==> src/cpg_pkg.sv <==
// cpg_pkg: widths, limits and types shared by the circle point generator
// depends on nothing; imported by circle_point_generator
package cpg_pkg;

  // limits of the walk
  localparam int MAX_RADIUS  = 32;
  localparam int MAX_RESULTS = 50;
  localparam int MAX_STEPS   = MAX_RESULTS / 2;
  localparam int STEP_W      = (MAX_STEPS > 1) ? $clog2(MAX_STEPS) : 1;

  // field widths
  localparam int CRD_W      = 8;
  localparam int RAD_W      = 6;
  localparam int PT_W       = 10;
  localparam int D_W        = 10;
  localparam int OFS_W      = RAD_W + 1;
  localparam int IN_DATA_W  = 24;
  localparam int OUT_DATA_W = 8 * PT_W;

  // decision value constants
  localparam int D_INIT     = 3;
  localparam int D_INC_KEEP = 6;
  localparam int D_INC_STEP = 10;

  typedef logic signed [OFS_W-1:0] ofs_t;
  typedef logic signed [PT_W-1:0]  pt_t;
  typedef logic signed [D_W-1:0]   dec_t;

endpackage

==> src/circle_point_generator.sv <==
// circle_point_generator: midpoint circle walk, four mirrored points per result
// depends on cpg_pkg
// the first result is loaded into the output register from S_HALF0, the state entered when the request is taken
// throughput: one result per cycle while the output is not stalled, two per walk step;
//   a circle of radius 32 takes 23 walk steps; the rate is set by the one result the
//   shared point adders form per cycle
// a new request is taken only when the walk has finished
// reset (rst_n low, synchronous) returns the sequencer to idle and drops out_tvalid
module circle_point_generator
  import cpg_pkg::*;
(
  input  logic                  clk,
  input  logic                  rst_n,
  input  logic                  in_tvalid,
  output logic                  in_tready,
  input  logic [IN_DATA_W-1:0]  in_tdata,   // center_x [7:0], center_y [15:8], radius [21:16]
  output logic                  out_tvalid,
  input  logic                  out_tready,
  // point_a_x, point_a_y, point_b_x, point_b_y, point_c_x, point_c_y, point_d_x,
  // point_d_y, 10 bits each from bit 0 up
  output logic [OUT_DATA_W-1:0] out_tdata,
  output logic                  out_tlast   // last_group
);

  typedef enum logic [1:0] {
    S_IDLE,
    S_HALF0,
    S_HALF1
  } state_t;

  state_t                  state_r;
  logic                    out_valid_r;
  logic [OUT_DATA_W-1:0]   out_data_r;
  logic                    out_last_r;
  logic [CRD_W-1:0]        cx_r, cy_r;
  ofs_t                    x_r, y_r;
  dec_t                    d_r;
  logic [STEP_W-1:0]       steps_r;

  logic [RAD_W-1:0]        rad_in, rad_sat;
  ofs_t                    minor_s, major_s;
  pt_t                     minor_e, major_e, cx_e, cy_e;
  pt_t                     px, qx, py, qy;
  logic                    load_s;
  ofs_t                    x_nxt, y_nxt;
  dec_t                    xd, yd, d_nxt;
  logic                    cont_s;

  // no request is taken while reset is held
  assign in_tready  = rst_n && (state_r == S_IDLE);
  assign out_tvalid = out_valid_r;
  assign out_tdata  = out_data_r;
  assign out_tlast  = out_last_r;

  // radius saturation on the request
  assign rad_in  = in_tdata[21:16];
  assign rad_sat = (rad_in > RAD_W'(MAX_RADIUS)) ? RAD_W'(MAX_RADIUS) : rad_in;

  // shared point adders, offsets swapped on the second half-step
  assign minor_s = (state_r == S_HALF1) ? y_r : x_r;
  assign major_s = (state_r == S_HALF1) ? x_r : y_r;
  assign minor_e = {{(PT_W-OFS_W){minor_s[OFS_W-1]}}, minor_s};
  assign major_e = {{(PT_W-OFS_W){major_s[OFS_W-1]}}, major_s};
  assign cx_e    = {{(PT_W-CRD_W){1'b0}}, cx_r};
  assign cy_e    = {{(PT_W-CRD_W){1'b0}}, cy_r};
  assign px      = cx_e + minor_e;
  assign qx      = cx_e - minor_e;
  assign py      = cy_e + major_e;
  assign qy      = cy_e - major_e;

  // decision update and loop test for the end of a walk step
  assign xd    = {{(D_W-OFS_W){x_r[OFS_W-1]}}, x_r};
  assign yd    = {{(D_W-OFS_W){y_r[OFS_W-1]}}, y_r};
  assign x_nxt = x_r + ofs_t'(1);
  assign y_nxt = d_r[D_W-1] ? y_r : (y_r - ofs_t'(1));
  assign d_nxt = d_r[D_W-1] ? (d_r + (xd <<< 2) + dec_t'(D_INC_KEEP))
                            : (d_r + ((xd - yd) <<< 2) + dec_t'(D_INC_STEP));
  assign cont_s = (x_nxt <= y_nxt) && (steps_r != STEP_W'(MAX_STEPS - 1));

  // a result moves into the output register when it is empty or being drained
  assign load_s = (state_r != S_IDLE) && (!out_valid_r || out_tready);

  // sequencer, walk state and output register
  always_ff @(posedge clk) begin
    if (!rst_n) begin
      state_r     <= S_IDLE;
      out_valid_r <= 1'b0;
    end else begin
      if (out_valid_r && out_tready && !load_s) begin
        out_valid_r <= 1'b0;
      end
      unique case (state_r)
        S_IDLE: begin
          if (in_tvalid) begin
            cx_r    <= in_tdata[7:0];
            cy_r    <= in_tdata[15:8];
            x_r     <= '0;
            y_r     <= {1'b0, rad_sat};
            d_r     <= dec_t'(D_INIT) - dec_t'({{(D_W-RAD_W-1){1'b0}}, rad_sat, 1'b0});
            steps_r <= '0;
            state_r <= S_HALF0;
          end
        end
        S_HALF0: begin
          if (load_s) begin
            out_valid_r <= 1'b1;
            out_data_r  <= {qy, qx, qy, px, py, qx, py, px};
            out_last_r  <= 1'b0;
            state_r     <= S_HALF1;
          end
        end
        S_HALF1: begin
          if (load_s) begin
            out_valid_r <= 1'b1;
            out_data_r  <= {qy, qx, qy, px, py, qx, py, px};
            out_last_r  <= !cont_s;
            x_r         <= x_nxt;
            y_r         <= y_nxt;
            d_r         <= d_nxt;
            steps_r     <= steps_r + STEP_W'(1);
            state_r     <= cont_s ? S_HALF0 : S_IDLE;
          end
        end
        default: begin
          state_r <= S_IDLE;
        end
      endcase
    end
  end

endmodule

==> config.mk <==
export PLATFORM = sky130hd
export DESIGN_NAME = circle_point_generator
export DESIGN_NICKNAME = d
export VERILOG_FILES = /design/src/cpg_pkg.sv /design/src/circle_point_generator.sv
export SDC_FILE = /design/constraint.sdc
export NUM_CORES = 1
export LEC_CHECK = 0
export BUFFER_PORTS_ARGS = -buffer_cell sky130_fd_sc_hd__clkbuf_2
export CAP_MARGIN = 20
export CORE_ASPECT_RATIO = 1.1
export CORE_UTILIZATION = 50
export CTS_CLUSTER_SIZE = 16
export DETAILED_ROUTE_END_ITERATION = 16
export PLACE_DENSITY = 0.72
export SLEW_MARGIN = 20
export SYNTH_ARGS = -nofsm -noshare
export SYNTH_HDL_FRONTEND = slang
export SYNTH_SLANG_ARGS = --single-unit
export TNS_END_PERCENT = 20
==> constraint.sdc <==
create_clock -name clk -period 10.8 [get_ports clk]
set_clock_uncertainty 0.05 [all_clocks]
set_input_delay 2.16 -clock clk [delete_from_list [all_inputs] [get_ports clk]]
set_output_delay 2.16 -clock clk [all_outputs]
set_load 0.02 [all_outputs]
==> metrics.txt <==
post-synthesis average cell area 10.45 µm²; Worst-Margin Slew 0.8322 ns; number of global-route vias before repair 4370; clock buffer depth 2; Skew-Pair Late Insertion Delay 0.34 ns; post-CTS sizing 0; Met3 Wirelength 372 µm; worst-path fanout max 9; uppermost layer routed met4; setup TNS 0 ns; GRT Total Usage 0.1869; grt ovf 0; Post-CTS Setup Repair Bufs 0; IO buf count 108; cell family with most CP delay buffers and inverters; Synth cell types 49; Post-synth top flop edfxtp_1; outcome finished, final reports clean; Net count, final 819; Rel. slew slack 0.4452; Critical Path Source Type input pin; Area growth, synth to finish 11.32%; Final Core Density 0.5741; Seq/Total Area, Yosys 0.3915; number of synthesized flops with an enable pin 83; first-pass GRT wire length 20130 µm; Post-Route WL 12360 µm; Tot Pwr 0.001745 W; final hold vios 0; largest area contributor in the netlist edfxtp_1; # diodes 0; cell with the most instances after synthesis ha_1; Fmax 207.3 MHz; RSZ-0062 raised after global routing no; pin count of the biggest net entering global routing 64; Synth top area share 0.3823; vias per cell 5.327; Final Slew Violations 0; layout cells sized above 1 0.2017; Synth top cells by count ha_1 (90), edfxtp_1 (83), inv_1 (64); Initial Util 0.5157; met2 WL 6366 µm; Area contributors post-synth edfxtp_1 (38%), ha_1 (17%), xnor2_1 (6.2%); Peak VDD IR 95.11 µV; first-pass iteration count of the detailed router 7; die width 110.9 µm; minimum clock period 4.824 ns; CTS H-tree depth 3; CP most frequent cell clkbuf_2; CTS clk-pin slew, worst paths 0.07 ns; post-synthesis cell count 624; Max Cap Viol 0; synth warn 0; P_leak 3.203 nW; CTS buffer count 9; syn nets 749; crit path kind input pin to output port; CORE AREA 0.01264 mm²; die height 121.8 µm; Root Buffer clkbuf_16; DRT iter0 DRCs 205; DRC 0; initial antenna violation count 0; count of state elements after synthesis 86; row count 43; met1 WL 5447 µm; CP Buf/Inv Count 2; Final HPWL DP 9460 µm; CP peak stage delay 0.17 ns; # clock sinks 86; I/O Pins 111; HP Class register to register; WP data required 8.59 ns; CTS tree done; crit end category output port; routed via count 4560; pwr/cell area 240.4 mW/mm²; die area 0.01350 mm²; CTS Hold Buffers Added 0; fin crit share 0.4467; FFs w/ async S/R, synth 0; WHS 0.5164 ns; WL per Instance 14.44 µm; routability cong. 0.8680; mapped cell area 0.006520 mm²; final setup vio count 0; slowest CP cell and2_1; Critical Path AT 2.61 ns; ANT nets after route 0; crit path cell chain clkbuf_2 -> and2_1 -> clkbuf_2
-- state kept, by name, summed over array words and instances, names as in the netlist, 2 cells and up --
register / cells
out_tdata: 38
x_r: 7
y_r: 7
cy_r: 8
steps_r: 5
state_r: 2
cx_r: 8
d_r: 9
-- power breakdown --
part           switching, W  total (W)  internal (W)
Combinational      0.000519   0.000894      0.000375
Sequential        0.0000434   0.000510      0.000467
Clock              0.000135   0.000340      0.000205
-- stage by stage --
stage	setup WS, ns	std cells	cell area [µm²]
final	5.976	856	7258
after global routing	5.940	856	7258
after CTS	5.970	856	7258
after detailed placement	5.972	840	6932
after global placement	5.971	840	6932
after floorplan	6.214	624	6520
-- cell families after synthesis --
group	Yosys count	share of synthesized area
AO/OA/AOI/OAI	112	0.1090
XOR/XNOR	65	0.08732
flip-flops	86	0.3915
buffers and inverters	117	0.09154
adder cells (fa/ha/maj)	97	0.1942
multiplexers	14	0.02264
AND/OR/NAND/NOR	133	0.1038
-- worst paths after layout --
check,slack [ns],startpoint,cells past startpoint,endpoint
max,5.98,rst_n,3,in_tready
min,0.52,out_tvalid,2,out_tvalid
max reg2reg,6.82,x_r[0],15,d_r[9]
min reg2reg,0.52,out_tvalid,2,out_tvalid
-- layout make-up --
cell class	instances	area, µm²
fillers	1070	5385
multi-input cells	421	3376
flip-flops and latches	86	2552
repair buffers	111	563.0
inverters	65	244.0
clock buffers	9	225.2
well taps	157	196.4
clock inverters	7	101.3
-- layer usage --
metal	vias to the layer above	track usage
met4	0	0.06583
li1	2283	-
met5	-	0
met3	16	0.03184
met2	94	0.3401
met1	2167	0.2232
-- worst register-to-register path, stage by stage, from the launching register on --
cell and delay (ns):
edfxtp_1 0.50, inv_1 0.16, ha_1 0.19, inv_1 0.06
fa_1 0.40, a21o_1 0.18, a21oi_1 0.22, xnor2_1 0.18
ha_1 0.27, ha_1 0.38, nand3_2 0.11, o2111a_1 0.27
or4_4 0.53, nor4_2 0.15, a21oi_1 0.06, a21oi_1 0.12
-- placed cells by master (no fill, tap or decap), types with 3 or more instances in the layout --
cell type | netlist | layout
clkbuf_2 | 0 | 108
ha_1 | 90 | 89
edfxtp_1 | 83 | 83
inv_1 | 64 | 64
xnor2_1 | 46 | 46
a21oi_1 | 33 | 33
nand2_1 | 29 | 29
nor2_1 | 28 | 28
o21ai_0 | 26 | 26
xor2_1 | 19 | 19
nor3_1 | 16 | 16
a21o_1 | 12 | 12
and2_1 | 11 | 11
nor2b_1 | 11 | 10
nand2b_1 | 10 | 10
nand3_1 | 10 | 10
clkbuf_16 | 0 | 9
mux2i_1 | 8 | 8
o21bai_1 | 8 | 8
fa_1 | 7 | 7
mux2_2 | 6 | 6
and3_1 | 6 | 6
o21a_1 | 5 | 5
o211ai_1 | 5 | 5
a31oi_1 | 4 | 4
nand4_1 | 4 | 4
a221oi_1 | 3 | 3
o2111ai_1 | 3 | 3
o31ai_1 | 3 | 3
inv_6 | 0 | 3
dfxtp_1 | 3 | 3
buf_4 | 42 | 3
Note: power is estimated with default switching activity, not from simulation.
